[src/rtl/core/gpio_controller_edge_irq_unit_assert.svh]
// assertion macros for the gpio edge interrupt unit, included by its register block
`ifndef GPIO_CONTROLLER_EDGE_IRQ_UNIT_ASSERT_SVH
`define GPIO_CONTROLLER_EDGE_IRQ_UNIT_ASSERT_SVH

`ifndef NO_ASSERTIONS

// checked property, masked while reset is high
`define GPIO_EIRQ_ASSERT(label, clk, rst, prop) \
   label: assert property (@(posedge clk) disable iff (rst) prop) \
      else $error("gpio_eirq assertion failed");

// checked property, evaluated during reset as well
`define GPIO_EIRQ_ASSERT_ALWAYS(label, clk, prop) \
   label: assert property (@(posedge clk) prop) \
      else $error("gpio_eirq assertion failed");

`else

`define GPIO_EIRQ_ASSERT(label, clk, rst, prop)
`define GPIO_EIRQ_ASSERT_ALWAYS(label, clk, prop)

`endif

`endif

[src/rtl/core/gpio_eirq_pkg.sv]
`timescale 1ns / 1ps

package gpio_eirq_pkg;

   localparam int DATA_W    = 32;
   localparam int KIND_W    = 2;
   localparam int INDEX_W   = 4;
   localparam int BANK_EN_W = 2;

   localparam int                DEF_NUM_PINS      = 32;
   localparam int                DEF_PINS_PER_BANK = 16;
   localparam logic [DATA_W-1:0] DEF_ID_VALUE      = 32'h0000_0000;

   typedef enum logic [KIND_W-1:0] {
      KIND_READ   = 2'd0,
      KIND_WRITE  = 2'd1,
      KIND_SAMPLE = 2'd2
   } kind_type;

   localparam logic [INDEX_W-1:0] REG_ID       = 4'd0;
   localparam logic [INDEX_W-1:0] REG_BANK_EN  = 4'd1;
   localparam logic [INDEX_W-1:0] REG_DIR      = 4'd2;
   localparam logic [INDEX_W-1:0] REG_SET_DATA = 4'd3;
   localparam logic [INDEX_W-1:0] REG_CLR_DATA = 4'd4;
   localparam logic [INDEX_W-1:0] REG_IN_DATA  = 4'd5;
   localparam logic [INDEX_W-1:0] REG_SET_RIS  = 4'd6;
   localparam logic [INDEX_W-1:0] REG_CLR_RIS  = 4'd7;
   localparam logic [INDEX_W-1:0] REG_SET_FAL  = 4'd8;
   localparam logic [INDEX_W-1:0] REG_CLR_FAL  = 4'd9;
   localparam logic [INDEX_W-1:0] REG_STATUS   = 4'd10;

   typedef struct packed {
      logic [KIND_W-1:0]  kind;
      logic [INDEX_W-1:0] reg_index;
      logic [DATA_W-1:0]  write_data;
      logic [DATA_W-1:0]  pad_levels;
   } item_type;

   typedef struct packed {
      logic [DATA_W-1:0] read_data;
      logic [DATA_W-1:0] drive_levels;
      logic [DATA_W-1:0] drive_enable;
      logic              irq_low_bank;
      logic              irq_high_bank;
   } result_type;

endpackage

[src/rtl/core/gpio_eirq_if.sv]
`timescale 1ns / 1ps

interface gpio_eirq_req_if import gpio_eirq_pkg::*; ();
   logic               valid;
   logic               ready;
   logic [KIND_W-1:0]  kind;
   logic [INDEX_W-1:0] reg_index;
   logic [DATA_W-1:0]  write_data;
   logic [DATA_W-1:0]  pad_levels;

   modport source (output valid, kind, reg_index, write_data, pad_levels, input ready);
   modport sink   (input valid, kind, reg_index, write_data, pad_levels, output ready);
endinterface

interface gpio_eirq_rsp_if import gpio_eirq_pkg::*; ();
   logic              valid;
   logic              ready;
   logic [DATA_W-1:0] read_data;
   logic [DATA_W-1:0] drive_levels;
   logic [DATA_W-1:0] drive_enable;
   logic              irq_low_bank;
   logic              irq_high_bank;

   modport source (output valid, read_data, drive_levels, drive_enable, irq_low_bank,
                   irq_high_bank, input ready);
   modport sink   (input valid, read_data, drive_levels, drive_enable, irq_low_bank,
                   irq_high_bank, output ready);
endinterface

[src/rtl/core/gpio_eirq_in_stage.sv]
`timescale 1ns / 1ps

module gpio_eirq_in_stage import gpio_eirq_pkg::*; (
   input  logic              clock,
   input  logic              reset,
   gpio_eirq_req_if.sink     req_chan,
   input  logic              take,
   output logic              item_valid,
   output item_type          item
);

   logic     valid_ff;
   logic     valid_in;
   item_type item_ff;
   logic     accept;

   // refill in the same cycle the held item moves on
   assign req_chan.ready = !valid_ff || take;
   assign accept         = req_chan.valid && req_chan.ready;

   always_comb begin
      valid_in = valid_ff;
      if (accept) begin
         valid_in = 1'b1;
      end else if (take) begin
         valid_in = 1'b0;
      end
   end

   always_ff @(posedge clock) begin
      if (reset) begin
         valid_ff <= 1'b0;
      end else begin
         valid_ff <= valid_in;
      end
   end

   always_ff @(posedge clock) begin
      if (accept) begin
         item_ff.kind       <= req_chan.kind;
         item_ff.reg_index  <= req_chan.reg_index;
         item_ff.write_data <= req_chan.write_data;
         item_ff.pad_levels <= req_chan.pad_levels;
      end
   end

   assign item_valid = valid_ff;
   assign item       = item_ff;

endmodule

[src/rtl/core/gpio_eirq_regs.sv]
`timescale 1ns / 1ps
`include "gpio_controller_edge_irq_unit_assert.svh"

module gpio_eirq_regs import gpio_eirq_pkg::*; #(
   parameter int                NUM_PINS      = DEF_NUM_PINS,
   parameter int                PINS_PER_BANK = DEF_PINS_PER_BANK,
   parameter logic [DATA_W-1:0] ID_VALUE      = DEF_ID_VALUE
) (
   input  logic       clock,
   input  logic       reset,
   input  logic       advance,
   input  item_type   item,
   output result_type result
);

   localparam logic [DATA_W-1:0] AllOnes  = '1;
   localparam logic [DATA_W-1:0] PinMask  = AllOnes >> (DATA_W - NUM_PINS);
   localparam logic [DATA_W-1:0] BankOnes = AllOnes >> (DATA_W - PINS_PER_BANK);
   localparam logic [DATA_W-1:0] LowMask  = BankOnes & PinMask;
   localparam logic [DATA_W-1:0] HighMask =
      (PINS_PER_BANK >= DATA_W) ? '0 : ((BankOnes << PINS_PER_BANK) & PinMask);

   logic [DATA_W-1:0]    direction_ff, direction_in;
   logic [DATA_W-1:0]    out_levels_ff, out_levels_in;
   logic [DATA_W-1:0]    in_levels_ff, in_levels_in;
   logic [DATA_W-1:0]    rise_enable_ff, rise_enable_in;
   logic [DATA_W-1:0]    fall_enable_ff, fall_enable_in;
   logic [DATA_W-1:0]    pending_ff, pending_in;
   logic [BANK_EN_W-1:0] bank_en_ff, bank_en_in;

   logic [DATA_W-1:0] wr_pins;
   logic [DATA_W-1:0] now_pins;
   logic [DATA_W-1:0] edges;
   logic [DATA_W-1:0] rd_data;

   assign wr_pins  = item.write_data & PinMask;
   assign now_pins = item.pad_levels & PinMask;
   assign edges    = (~in_levels_ff & now_pins & rise_enable_ff)
                   | (in_levels_ff & ~now_pins & fall_enable_ff);

   always_comb begin
      case (item.reg_index)
         REG_ID:       rd_data = ID_VALUE;
         REG_BANK_EN:  rd_data = {{(DATA_W-BANK_EN_W){1'b0}}, bank_en_ff};
         REG_DIR:      rd_data = direction_ff;
         REG_SET_DATA: rd_data = out_levels_ff;
         REG_CLR_DATA: rd_data = out_levels_ff;
         REG_IN_DATA:  rd_data = in_levels_ff;
         REG_SET_RIS:  rd_data = rise_enable_ff;
         REG_CLR_RIS:  rd_data = rise_enable_ff;
         REG_SET_FAL:  rd_data = fall_enable_ff;
         REG_CLR_FAL:  rd_data = fall_enable_ff;
         REG_STATUS:   rd_data = pending_ff;
         default:      rd_data = '0;
      endcase
   end

   always_comb begin
      direction_in     = direction_ff;
      out_levels_in    = out_levels_ff;
      in_levels_in     = in_levels_ff;
      rise_enable_in   = rise_enable_ff;
      fall_enable_in   = fall_enable_ff;
      pending_in       = pending_ff;
      bank_en_in       = bank_en_ff;
      result.read_data = '0;
      case (kind_type'(item.kind))
         KIND_READ: begin
            result.read_data = rd_data;
         end
         KIND_WRITE: begin
            case (item.reg_index)
               REG_BANK_EN:  bank_en_in     = item.write_data[BANK_EN_W-1:0];
               REG_DIR:      direction_in   = wr_pins;
               REG_SET_DATA: out_levels_in  = out_levels_ff | wr_pins;
               REG_CLR_DATA: out_levels_in  = out_levels_ff & ~wr_pins;
               REG_SET_RIS:  rise_enable_in = rise_enable_ff | wr_pins;
               REG_CLR_RIS:  rise_enable_in = rise_enable_ff & ~wr_pins;
               REG_SET_FAL:  fall_enable_in = fall_enable_ff | wr_pins;
               REG_CLR_FAL:  fall_enable_in = fall_enable_ff & ~wr_pins;
               REG_STATUS:   pending_in     = pending_ff & ~wr_pins;
               default:      ;
            endcase
         end
         KIND_SAMPLE: begin
            pending_in   = pending_ff | edges;
            in_levels_in = now_pins;
         end
         default: ;
      endcase
      // outputs reflect the state after this item
      result.drive_levels  = out_levels_in;
      result.drive_enable  = ~direction_in & PinMask;
      result.irq_low_bank  = bank_en_in[0] && ((pending_in & LowMask) != '0);
      result.irq_high_bank = bank_en_in[1] && ((pending_in & HighMask) != '0);
   end

   always_ff @(posedge clock) begin
      if (reset) begin
         direction_ff   <= PinMask;
         out_levels_ff  <= '0;
         in_levels_ff   <= '0;
         rise_enable_ff <= '0;
         fall_enable_ff <= '0;
         pending_ff     <= '0;
         bank_en_ff     <= '0;
      end else if (advance) begin
         direction_ff   <= direction_in;
         out_levels_ff  <= out_levels_in;
         in_levels_ff   <= in_levels_in;
         rise_enable_ff <= rise_enable_in;
         fall_enable_ff <= fall_enable_in;
         pending_ff     <= pending_in;
         bank_en_ff     <= bank_en_in;
      end
   end

   // status bits only get set by a sample transfer
   `GPIO_EIRQ_ASSERT(a_pending_set_by_sample, clock, reset, !(advance && item.kind == KIND_SAMPLE) |=> ((pending_ff & ~$past(pending_ff)) == '0))

   `GPIO_EIRQ_ASSERT(a_dir_only_by_write, clock, reset, !(advance && item.kind == KIND_WRITE && item.reg_index == REG_DIR) |=> $stable(direction_ff))

   `GPIO_EIRQ_ASSERT(a_read_data_only_on_read, clock, reset, (item.kind != KIND_READ) |-> (result.read_data == '0))

   `GPIO_EIRQ_ASSERT(a_no_unimplemented_pins, clock, reset, ((pending_ff | in_levels_ff | out_levels_ff) & ~PinMask) == '0)

endmodule

[src/rtl/core/gpio_eirq_out_stage.sv]
`timescale 1ns / 1ps

module gpio_eirq_out_stage import gpio_eirq_pkg::*; (
   input  logic            clock,
   input  logic            reset,
   input  logic            load,
   input  result_type      result,
   output logic            can_take,
   gpio_eirq_rsp_if.source rsp_chan
);

   logic       valid_ff;
   logic       valid_in;
   result_type result_ff;

   assign can_take = !valid_ff || rsp_chan.ready;

   always_comb begin
      valid_in = valid_ff;
      if (load) begin
         valid_in = 1'b1;
      end else if (rsp_chan.ready) begin
         valid_in = 1'b0;
      end
   end

   always_ff @(posedge clock) begin
      if (reset) begin
         valid_ff <= 1'b0;
      end else begin
         valid_ff <= valid_in;
      end
   end

   always_ff @(posedge clock) begin
      if (load) begin
         result_ff <= result;
      end
   end

   assign rsp_chan.valid         = valid_ff;
   assign rsp_chan.read_data     = result_ff.read_data;
   assign rsp_chan.drive_levels  = result_ff.drive_levels;
   assign rsp_chan.drive_enable  = result_ff.drive_enable;
   assign rsp_chan.irq_low_bank  = result_ff.irq_low_bank;
   assign rsp_chan.irq_high_bank = result_ff.irq_high_bank;

endmodule

[src/rtl/core/gpio_controller_edge_irq_unit.sv]
`timescale 1ns / 1ps

// GPIO controller with edge interrupts, driven as a stream of bus reads, bus writes
// and pad sample ticks. Every transfer returns one result: the read data (zero for
// anything but a read), the output levels, the output enables and the two bank
// interrupt lines, all as they stand after that transfer. One transfer is taken per
// clock cycle as long as the response channel accepts results; each request is held
// in the request register and passes through the single-pass register update into
// the result register. Status bits are write-one-to-clear and are set only by
// enabled edges seen between consecutive samples.
module gpio_controller_edge_irq_unit import gpio_eirq_pkg::*; #(
   parameter int                NUM_PINS      = DEF_NUM_PINS,
   parameter int                PINS_PER_BANK = DEF_PINS_PER_BANK,
   parameter logic [DATA_W-1:0] ID_VALUE      = DEF_ID_VALUE
) (
   input logic             clock,
   input logic             reset,
   gpio_eirq_req_if.sink   req_chan,
   gpio_eirq_rsp_if.source rsp_chan
);

   logic       item_valid;
   item_type   item;
   logic       can_take;
   logic       advance;
   result_type result;

   assign advance = item_valid && can_take;

   gpio_eirq_in_stage u_in_stage (
      .clock      (clock),
      .reset      (reset),
      .req_chan   (req_chan),
      .take       (advance),
      .item_valid (item_valid),
      .item       (item)
   );

   gpio_eirq_regs #(
      .NUM_PINS      (NUM_PINS),
      .PINS_PER_BANK (PINS_PER_BANK),
      .ID_VALUE      (ID_VALUE)
   ) u_regs (
      .clock   (clock),
      .reset   (reset),
      .advance (advance),
      .item    (item),
      .result  (result)
   );

   gpio_eirq_out_stage u_out_stage (
      .clock    (clock),
      .reset    (reset),
      .load     (advance),
      .result   (result),
      .can_take (can_take),
      .rsp_chan (rsp_chan)
   );

endmodule
[src/flat_wrapper.sv]
// flat-port wrapper written by rule: the top's interface ports become plain ports
module gpio_controller_edge_irq_unit_flat import gpio_eirq_pkg::*;
#(
   parameter int                NUM_PINS      = DEF_NUM_PINS,
   parameter int                PINS_PER_BANK = DEF_PINS_PER_BANK,
   parameter logic [DATA_W-1:0] ID_VALUE      = DEF_ID_VALUE
)
  (clock, reset, req_chan_valid, req_chan_kind, req_chan_reg_index, req_chan_write_data, req_chan_pad_levels, req_chan_ready, rsp_chan_valid, rsp_chan_read_data, rsp_chan_drive_levels, rsp_chan_drive_enable, rsp_chan_irq_low_bank, rsp_chan_irq_high_bank, rsp_chan_ready);
  gpio_eirq_req_if req_chan_i ();
  gpio_eirq_rsp_if rsp_chan_i ();
  input logic clock;
  input logic reset;
  input wire logic [$bits(req_chan_i.valid)-1:0] req_chan_valid;
  input wire logic [$bits(req_chan_i.kind)-1:0] req_chan_kind;
  input wire logic [$bits(req_chan_i.reg_index)-1:0] req_chan_reg_index;
  input wire logic [$bits(req_chan_i.write_data)-1:0] req_chan_write_data;
  input wire logic [$bits(req_chan_i.pad_levels)-1:0] req_chan_pad_levels;
  output wire logic [$bits(req_chan_i.ready)-1:0] req_chan_ready;
  output wire logic [$bits(rsp_chan_i.valid)-1:0] rsp_chan_valid;
  output wire logic [$bits(rsp_chan_i.read_data)-1:0] rsp_chan_read_data;
  output wire logic [$bits(rsp_chan_i.drive_levels)-1:0] rsp_chan_drive_levels;
  output wire logic [$bits(rsp_chan_i.drive_enable)-1:0] rsp_chan_drive_enable;
  output wire logic [$bits(rsp_chan_i.irq_low_bank)-1:0] rsp_chan_irq_low_bank;
  output wire logic [$bits(rsp_chan_i.irq_high_bank)-1:0] rsp_chan_irq_high_bank;
  input wire logic [$bits(rsp_chan_i.ready)-1:0] rsp_chan_ready;
  assign req_chan_i.valid = req_chan_valid;
  assign req_chan_i.kind = req_chan_kind;
  assign req_chan_i.reg_index = req_chan_reg_index;
  assign req_chan_i.write_data = req_chan_write_data;
  assign req_chan_i.pad_levels = req_chan_pad_levels;
  assign req_chan_ready = req_chan_i.ready;
  assign rsp_chan_valid = rsp_chan_i.valid;
  assign rsp_chan_read_data = rsp_chan_i.read_data;
  assign rsp_chan_drive_levels = rsp_chan_i.drive_levels;
  assign rsp_chan_drive_enable = rsp_chan_i.drive_enable;
  assign rsp_chan_irq_low_bank = rsp_chan_i.irq_low_bank;
  assign rsp_chan_irq_high_bank = rsp_chan_i.irq_high_bank;
  assign rsp_chan_i.ready = rsp_chan_ready;
  gpio_controller_edge_irq_unit #(.NUM_PINS(NUM_PINS), .PINS_PER_BANK(PINS_PER_BANK), .ID_VALUE(ID_VALUE)) u_core (.clock(clock), .reset(reset), .req_chan(req_chan_i), .rsp_chan(rsp_chan_i));
endmodule
[config.mk]
export PLATFORM = sky130hd
export DESIGN_NAME = gpio_controller_edge_irq_unit_flat
export DESIGN_NICKNAME = d
export VERILOG_FILES = /design/src/rtl/core/gpio_eirq_pkg.sv /design/src/rtl/core/gpio_eirq_if.sv /design/src/rtl/core/gpio_eirq_in_stage.sv /design/src/rtl/core/gpio_eirq_regs.sv /design/src/rtl/core/gpio_eirq_out_stage.sv /design/src/rtl/core/gpio_controller_edge_irq_unit.sv /design/src/flat_wrapper.sv
export VERILOG_INCLUDE_DIRS = /design/src /design/src/rtl/core
export SDC_FILE = /design/constraint.sdc
export NUM_CORES = 1
export LEC_CHECK = 0
export BUFFER_PORTS_ARGS = -buffer_cell sky130_fd_sc_hd__buf_2
export CAP_MARGIN = 20
export CORE_UTILIZATION = 60
export DETAILED_ROUTE_END_ITERATION = 6
export PLACE_DENSITY = 0.9
export SKIP_CTS_REPAIR_TIMING = 1
export SLEW_MARGIN = 20
export SYNTH_ARGS = -nofsm -noshare
export SYNTH_HDL_FRONTEND = slang
export SYNTH_SLANG_ARGS = --single-unit
export TNS_END_PERCENT = 5
[constraint.sdc]
create_clock -name clock -period 6.4 [get_ports clock]
set_clock_uncertainty 0.2 [all_clocks]
set_input_delay 0.64 -clock clock [delete_from_list [all_inputs] [get_ports clock]]
set_output_delay 0.64 -clock clock [all_outputs]
set_load 0.05 [all_outputs]
# Word level (Yosys, flattened, before mapping)
# Index checks and enable logic that the tools add are counted.
[word_totals]
elab_cells = 83
in_bits = 74
regBits = 364
[classes]
bitwise_logic = 17
n_reduce_logical = 21
mux = 15
n_eq_ne = 12
[ops]
columns = ["op", "count"]
rows = [
  ["$and 32x32->32", 8],
  ["$pmux 32 s2", 4],
  ["$pmux 32 s7", 1],
  ["$or 32x32->32", 5],
  ["$mux 32", 4],
  ["$not 32->32", 4],
  ["$reduce_bool 32->1", 2],
  ["$eq 4x3->1 const B", 4],
  ["$eq 4x4->1 const B", 3],
  ["$eq 4x2->1 const B", 2],
  ["$reduce_bool 2->1", 4],
  ["$reduce_and 3->1", 2],
  ["$reduce_or 2->1", 3],
  ["$eq 4x1->1 const B", 1],
  ["$logic_and 1x1->1", 4],
  ["$mux 1", 4],
  ["$mux 2", 2],
  ["$eq 2x1->1 const B", 1],
  ["$eq 2x2->1 const B", 1],
  ["$logic_not 1->1", 2],
  ["$logic_not 2->1", 1],
  ["$logic_or 1x1->1", 2],
  ["$reduce_and 2->1", 1],
]

# Longest topological paths before layout
# Gate-level depths: netlist of the first run.
[logic_depth]
depth_word = 8
mapped_depth = 9
mapped_depth_nobuf = 8

# By module
# A second synthesis of the first run with hierarchy kept.
[unflattened]
hier_cells = 1413
area_unflattened_um2 = 15379.8
[by_module_without_submodules]
columns = ["module", "cells_per_inst", "instances", "area_each_um2", "seq_area_each_um2"]
rows = [
  ["gpio_eirq_regs", 1235, 1, 10227.3, 3883.7],
  ["gpio_eirq_out_stage", 102, 1, 2989.1, 2962.8],
  ["gpio_eirq_in_stage", 75, 1, 2157.1, 2122.0],
  ["gpio_controller_edge_irq_unit", 1, 1, 6.3, 0.0],
]

# Least setup slack after synthesis of the first run
# No wires, ideal clock.
[synth_timing]
path_kind = "input to register"
start = "input port rsp_chan_ready"
end = "register u_core.u_in_stage.item_ff (netlist bit u_core.u_in_stage.item[0]) (enable)"
setup_slack_ns = 2.976
setup_time_ns = 0.435
n_path_buf = 0
cell_stages = 3
t_arrival_ns = 2.789
path_cell_list = "nor2b_1 > nand2_1 > and2_1"
[synth_via]
elab_chain_cells = 4
[synth_rtl]
columns = ["element", "line_no", "source"]
rows = [
  ["from (decl)", "flat_wrapper.sv:25", "input wire logic [$bits(rsp_chan_i.ready)-1:0] rsp_chan_ready;"],
  ["$logic_or 1x1->1", "gpio_eirq_out_stage.sv:16", "assign can_take = !valid_ff || rsp_chan.ready;"],
  ["$logic_and 1x1->1", "gpio_controller_edge_irq_unit.sv:28", "assign advance = item_valid && can_take;"],
  ["$logic_or 1x1->1", "gpio_eirq_in_stage.sv:18", "assign req_chan.ready = !valid_ff || take;"],
  ["net req_chan_ready", "flat_wrapper.sv:18", "output wire logic [$bits(req_chan_i.ready)-1:0] req_chan_ready;"],
  ["$logic_and 1x1->1", "gpio_eirq_in_stage.sv:19", "assign accept = req_chan.valid && req_chan.ready;"],
  ["net u_core.u_in_stage.accept", "gpio_eirq_in_stage.sv:15", "logic accept;"],
  ["to (decl)", "gpio_eirq_in_stage.sv:14", "item_type item_ff;"],
]
# The timed path passes the listed nets, and every way through them passes these cells.
# A chain may end at the register's enable or synchronous reset.

# Final worst setup path of the first run
[layout_timing]
start = "register u_core.u_in_stage.item_ff (netlist bit u_core.u_in_stage.item[64])"
end = "register u_core.u_regs.direction_ff[31]"
[layout_via]
elab_chain_cells = 3
[layout_rtl]
columns = ["element", "line_no", "source"]
rows = [
  ["$eq 4x2->1", "gpio_eirq_regs.sv:72", "case (item.reg_index)"],
  ["$mux 32", "gpio_eirq_regs.sv:72", ""],
  ["$mux 32", "gpio_eirq_regs.sv:67", "case (kind_type'(item.kind))"],
  ["to (signal assigned)", "gpio_eirq_regs.sv:100", "direction_ff <= PinMask;"],
  ["to (signal assigned)", "gpio_eirq_regs.sv:108", "direction_ff <= direction_in;"],
  ["to (decl)", "gpio_eirq_regs.sv:23", "logic [DATA_W-1:0] direction_ff, direction_in;"],
]
# No other way between the ends.

==> results.json, run 1 <==
{
  "worst_skew_pair.late_latency_ns": 0.54,
  "power.total_w": 0.00510,
  "die-area_um2": 26000,
  "crit_path_capture_type": "flip-flop",
  "average_vias_per_placed_instance": 6.83,
  "finalWeightedCongestion": 0.858,
  "timing.final.hold_violations": 0,
  "cpLargestDelayFamily": "buffers and inverters",
  "finish.net_count": 1571,
  "cts_buffers": 36,
  "worst_setup_hold_path_clk_slew_ns": 0.06,
  "route.vias.total": 12600,
  "min_from": "req_chan_pad_levels[26]",
  "fp.dieW_um": 161,
  "timing.reg2reg.setup_slack_ns": 2.69,
  "synthFlopType": "sky130_fd_sc_hd__dfxtp_1",
  "holdPathStages": 1,
  "tritoncts": "built",
  "cpPeakStageDelay_ns": 0.56,
  "mostFrequentLayoutCell": "sky130_fd_sc_hd__dfxtp_1",
  "synth.cell_area_um2": 15200,
  "initial_utilization_pct": 61.8,
  "ioPinCount": 174,
  "finalWirelength_um": 41600,
  "post-place-cells": 1780,
  "clock_tree.root_cell": "sky130_fd_sc_hd__clkbuf_16",
  "drtAntennaViolNets": 0,
  "max_vdd_drop_mv": 0.248,
  "hold_path.class": "in2reg",
  "worstRegToRegCells": 8,
  "cp_max_fo": 73,
  "first_pass_iters": 7,
  "syn_area_per_cell_um2": 10.8,
  "critical_path.startpoint": "u_core.u_in_stage.item[64]",
  "cellPowerDensity_nw_per_um2": 295,
  "fp.coreArea_um2": 24600,
  "synth-async-reset-ratio_pct": 0,
  "rsz0062_at_grt": "false",
  "worstMarginPinSlew_ns": 1.06,
  "global_route_wire_length_before_repair_um": 64100,
  "ys.warnings.count": 0,
  "layoutNonFillerInstCount": 1846,
  "crit-reg2reg-capture": "u_core.u_regs.direction_ff[31]",
  "htree_num_levels": 2,
  "finalSetupTns_ns": 0,
  "violated_checks": "DRC",
  "min_period_ns": 3.71,
  "drive_above_1_share_pct": 17.1,
  "final_slew_viol_count": 0,
  "synth-seq-area-share_pct": 58.9,
  "antenna_found_initial": 1,
  "crit-reg2reg-launch": "u_core.u_in_stage.item[64]",
  "timing.critical_path.from_type": "flip-flop",
  "status": "finished, violations left",
  "crit_top_cell": "sky130_fd_sc_hd__buf_4",
  "detailedRoute.firstIterationViolations": 2078,
  "synthesis.instances": 1415,
  "ys_seq_elements": 364,
  "ys_types": 40,
  "synth-edff-count": 168,
  "cts_buffer_depth": 3,
  "die_height_um": 161,
  "final_cell_mix": "sky130_fd_sc_hd__dfxtp_1 (196), sky130_fd_sc_hd__buf_2 (172), sky130_fd_sc_hd__edfxtp_1 (168)",
  "avgRoutedWirePerCell_um": 22.6,
  "areaGrowthSynthToFinish_pct": 13.6,
  "final-setup-viol-count": 0,
  "crit_path_cell_trace": "buf_4 -> nor4b_4 -> buf_4 -> nand2_2 -> buf_4 -> mux2i_1 -> nor2_1 -> a211o_1",
  "power_leakage_nw": 6.08,
  "slowest_stage": "sky130_fd_sc_hd__nand2_2",
  "cts.sink_count": 364,
  "whs_ns": 0.0750,
  "synth_nets": 1492,
  "grt.total_usage_pct": 31.5,
  "timing.critical_path.depth": 8,
  "insertedDiodeCount": 0,
  "cp.arrival_ns": 3.93,
  "leftover_overflow_at_the_end_of_global_routing": 0,
  "drv.max_cap_violation_count": 0,
  "number_of_buffer_and_inverter_instances_along_the_worst_setup_path": 3,
  "dpl.hpwl_um": 23700,
  "pin_count_of_the_biggest_net_entering_global_routing": 118,
  "final_min_period_over_clock_period_pct": 58.0,
  "remaining_drc_errors": 8,
  "timing.slew.headroom_pct": 29.2,
  "placementRows": 57,
  "worstPathRequired_ns": 6.62,
  "grt_pass1_vias": 12000,
  "timing_worst_setup_path_type": "reg2reg",
  "fmax_mhz": 269,
  "hold_end": "u_core.u_in_stage.item[26]",
  "port_buffers": 173
}
power breakdown:
group	total (W)	switching (W)	internal, W
registers	0.00259	0.0000734	0.00252
logic	0.000364	0.000269	0.0000947
clock network	0.00215	0.000890	0.00126
total	0.00510	0.00123	0.00387
cell families (layout without fill, tap and decap cells):
kind of cell | after synthesis | in the layout | synth area share, %
buffers and inverters | 155 | 262 | 4.16
muxes | 65 | 65 | 4.28
DFF | 364 | 364 | 58.9
AOI/OAI and AO/OA | 458 | 458 | 20.9
and+or+nand+nor | 370 | 370 | 11.5
adders and majority gates | 3 | 3 | 0.247
worst reg2reg max path: cells and delay by family (launching register included):
kind / cells / cell delay (ns)
muxes: 1 / 0.38
DFF: 1 / 0.35
buffers and inverters: 3 / 1.34
AOI/OAI and AO/OA: 1 / 0.30
and+or+nand+nor: 3 / 1.05
layout make-up:
class | count | area (um2)
inverter | 4 | 20.0
multi-input combinational | 896 | 5660
timing repair buffer | 192 | 1010
sequential | 364 | 8970
fill | 1689 | 7320
clock inverter | 18 | 145
tap | 324 | 405
clock buffer | 48 | 1070
cell usage after synthesis, types with 33 or more instances:
cell                         n  share of area [%]
sky130_fd_sc_hd__nand3b_1   65                3.2
sky130_fd_sc_hd__a311oi_1   64                3.7
sky130_fd_sc_hd__dfxtp_1   196                 26
sky130_fd_sc_hd__mux2i_1    65                4.3
sky130_fd_sc_hd__a21oi_1   166                5.5
sky130_fd_sc_hd__nor2_1    138                3.4
sky130_fd_sc_hd__nand2_1   135                3.3
sky130_fd_sc_hd__clkbuf_1  108                2.7
sky130_fd_sc_hd__edfxtp_1  168                 33
sky130_fd_sc_hd__a22o_1     33                1.9
worst max path at each step:
| stage | end | slack, ns |
|---|---|---|
| floorplan | u_core.u_in_stage.item[0] | 2.98 |
| global placement | u_core.u_regs.in_levels_ff[17] | 2.86 |
| detailed placement | flip-flop | 2.71 |
| CTS | u_core.u_regs.direction_ff[31] | 2.79 |
| global route | u_core.u_out_stage.rsp_chan.irq_low_bank | 2.60 |
| finish | u_core.u_regs.direction_ff[31] | 2.69 |
metrics by stage:
stage          area [um2]  setup WS (ns)  util [%]
2_1_floorplan       15200           2.98         -
3_3_place_gp        16100           2.86      65.3
3_5_place_dp        16100           2.71      65.3
4_1_cts             17300           2.79      70.2
5_1_grt             17300           2.60      70.3
6_report            17300           2.69      70.3
per-layer routing:
metal	share of wire, %	GRT usage, %
met5	0.024	0
met1	37	41.1
met2	47	50.8
met4	4.4	15.7
met3	12	5.34
Power figures use the tool's default switching activity.
==> run 2: changes to the inputs <==
- CORE_UTILIZATION: 60 -> 53
- PLACE_DENSITY: 0.9 -> 0.84
- clock period: 6.4 -> 3 ns (I/O delays scaled with it)
==> run 2 against run 1 <==
Compared with the run above: the run still ends with DRC left; register-to-register slack lost 2.4 ns; sequential share of layout area shrank 3.1 points; sequential power grew 110%; final cell count grew 8.5%; clock power grew 110%; flip-flop and latch count is the same; total power grew 120%.
==> results.json, run 2 (synthesis results as in run 1) <==
{
  "final_slew_viol_count": 0,
  "timing_worst_setup_path_type": "reg2reg",
  "cts.sink_count": 364,
  "crit-reg2reg-launch": "u_core.u_in_stage.item[69]",
  "crit-reg2reg-capture": "u_core.u_out_stage.rsp_chan.irq_low_bank",
  "areaGrowthSynthToFinish_pct": 20.8,
  "average_vias_per_placed_instance": 6.36,
  "fmax_mhz": 372,
  "power_leakage_nw": 6.55,
  "worstMarginPinSlew_ns": 0.790,
  "worstPathRequired_ns": 3.06,
  "timing.slew.headroom_pct": 47.3,
  "min_period_ns": 2.69,
  "drv.max_cap_violation_count": 0,
  "max_vdd_drop_mv": 0.446,
  "clock_tree.root_cell": "sky130_fd_sc_hd__clkbuf_16",
  "finalSetupTns_ns": 0,
  "finalWirelength_um": 42600,
  "pwr-share-seq_pct": 50.1,
  "detailedRoute.firstIterationViolations": 1784,
  "first_pass_iters": 7,
  "pin_count_of_the_biggest_net_entering_global_routing": 130,
  "register_area_um2": 8970,
  "comb_power_share_pct": 8.2,
  "avgRoutedWirePerCell_um": 21.3,
  "cts_buffers": 38,
  "dp_worst_setup_slack_ns": 0.396,
  "placementRows": 61,
  "finalWeightedCongestion": 0.895,
  "final_min_period_over_clock_period_pct": 89.5,
  "tritoncts": "built",
  "cp.arrival_ns": 2.75,
  "timing.reg2reg.setup_slack_ns": 0.31,
  "worstRegToRegCells": 9,
  "cts_buffer_depth": 3,
  "drtAntennaViolNets": 0,
  "final-setup-viol-count": 0,
  "worst_setup_hold_path_clk_slew_ns": 0.06,
  "violated_checks": "DRC",
  "die-area_um2": 29400,
  "fp.coreArea_um2": 28000,
  "critical_path.startpoint": "u_core.u_in_stage.item[69]",
  "dpl.hpwl_um": 25600,
  "fp.dieW_um": 171,
  "remaining_drc_errors": 5,
  "global_route_wire_length_before_repair_um": 63800,
  "area_of_the_multi_input_gates_um2": 5650,
  "die_height_um": 171,
  "route.vias.total": 12700,
  "mostFrequentLayoutCell": "sky130_fd_sc_hd__dfxtp_1",
  "final_cell_mix": "sky130_fd_sc_hd__dfxtp_1 (196), sky130_fd_sc_hd__buf_2 (172), sky130_fd_sc_hd__edfxtp_1 (168)",
  "port_buffers": 173,
  "timing.critical_path.to": "u_core.u_out_stage.rsp_chan.irq_low_bank",
  "netSwitchingFraction_pct": 24.4,
  "drive_above_1_share_pct": 17.6,
  "htree_num_levels": 2,
  "grt_pass1_vias": 11800,
  "hold_path.class": "in2reg",
  "internal-power_w": 0.00831,
  "ioPinCount": 174,
  "initial_utilization_pct": 54.3,
  "timing.critical_path.from_type": "flip-flop",
  "status": "finished, violations left",
  "leftover_overflow_at_the_end_of_global_routing": 0,
  "timing.final.hold_violations": 0,
  "fillCellCount": 2020,
  "antenna_found_initial": 0,
  "worst_skew_pair.late_latency_ns": 0.53,
  "cp_max_fo": 22,
  "cellPowerDensity_nw_per_um2": 598,
  "post-route-worst-setup-slack_ns": 0.314,
  "grt.total_usage_pct": 27.9,
  "insertedDiodeCount": 0,
  "rsz0062_at_grt": "false",
  "pwr-share-clk_pct": 41.7,
  "finish.net_count": 1672,
  "crit_path_capture_type": "flip-flop",
  "total_switching_power_w": 0.00268
}
-- run 2: cell types whose count changed in the layout (fill, tap and decap cells not counted), sizes merged --
cell         before  now
inv               8    6
clkbuf           48   58
dlygate4sd3       0   72
clkinv           12   10
buf             192  219
bufinv            2    0
-- run 2: layout make-up --
class	instances	share of cell area, %
clock buffer	58	6.21
clock inverter	12	0.470
multi-input combinational	896	30.7
sequential	364	48.8
timing repair buffer	291	11.1
inverter	4	0.109
tap	378	2.57
-- run 2: layer usage --
metal / up-vias / routed length (um) / GRT usage (%)
met2: 834 / 20200 / 43.8
met3: 100 / 4450 / 5.80
met1: 6102 / 16800 / 37.3
li1: 5709 / - / -
met5: - / 0 / 0
met4: 0 / 1170 / 11.9
-- run 2: worst max-delay path, cell delays in order, from the launching register on --
cell                       delay, ns
sky130_fd_sc_hd__edfxtp_1       0.41
sky130_fd_sc_hd__inv_1          0.12
sky130_fd_sc_hd__ha_1           0.25
sky130_fd_sc_hd__nand2_1        0.11
sky130_fd_sc_hd__buf_4          0.32
sky130_fd_sc_hd__a21oi_1        0.08
sky130_fd_sc_hd__o22ai_1        0.29
sky130_fd_sc_hd__nand4_1        0.15
sky130_fd_sc_hd__nor4_1         0.37
sky130_fd_sc_hd__nor3_1         0.10
-- run 2: worst min path at each step --
| stage | from | end | cells after the start |
|---|---|---|---|
| after floorplan | req_chan_pad_levels[0] | u_core.u_in_stage.item[0] | 0 |
| after global placement | u_core.u_regs.in_levels_ff[17] | u_core.u_regs.in_levels_ff[17] | 2 |
| after detailed placement | u_core.u_regs.in_levels_ff[20] | u_core.u_regs.in_levels_ff[20] | 2 |
| after CTS | req_chan_pad_levels[27] | u_core.u_in_stage.item[27] | 1 |
| after global routing | reset | u_core.u_regs.out_levels_ff[26] | 2 |
| final | reset | u_core.u_regs.out_levels_ff[19] | 2 |
-- run 2: power groups by stage --
stage | Sequential [W] | Clock, W | Combinational, W
2_1_floorplan | 0.00573 | 0 | 0.000391
3_3_place_gp | 0.00560 | 0 | 0.000796
3_5_place_dp | 0.00560 | 0 | 0.000812
4_1_cts | 0.00550 | 0.00461 | 0.000817
5_1_grt | 0.00552 | 0.00483 | 0.000947
6_report | 0.00551 | 0.00458 | 0.000901
-- run 2: stage by stage --
step	hold WS, ns	area (um2)	total power (W)	utilization [%]	instances
floorplan	0.199	15200	0.00612	-	1415
global placement	0.266	16400	0.00639	58.7	1861
detailed placement	0.274	16400	0.00642	58.7	1861
CTS	-0.279	17700	0.0109	63.0	1931
global route	0.0843	18400	0.0113	65.6	2003
finish	0.0561	18400	0.0110	65.6	2003
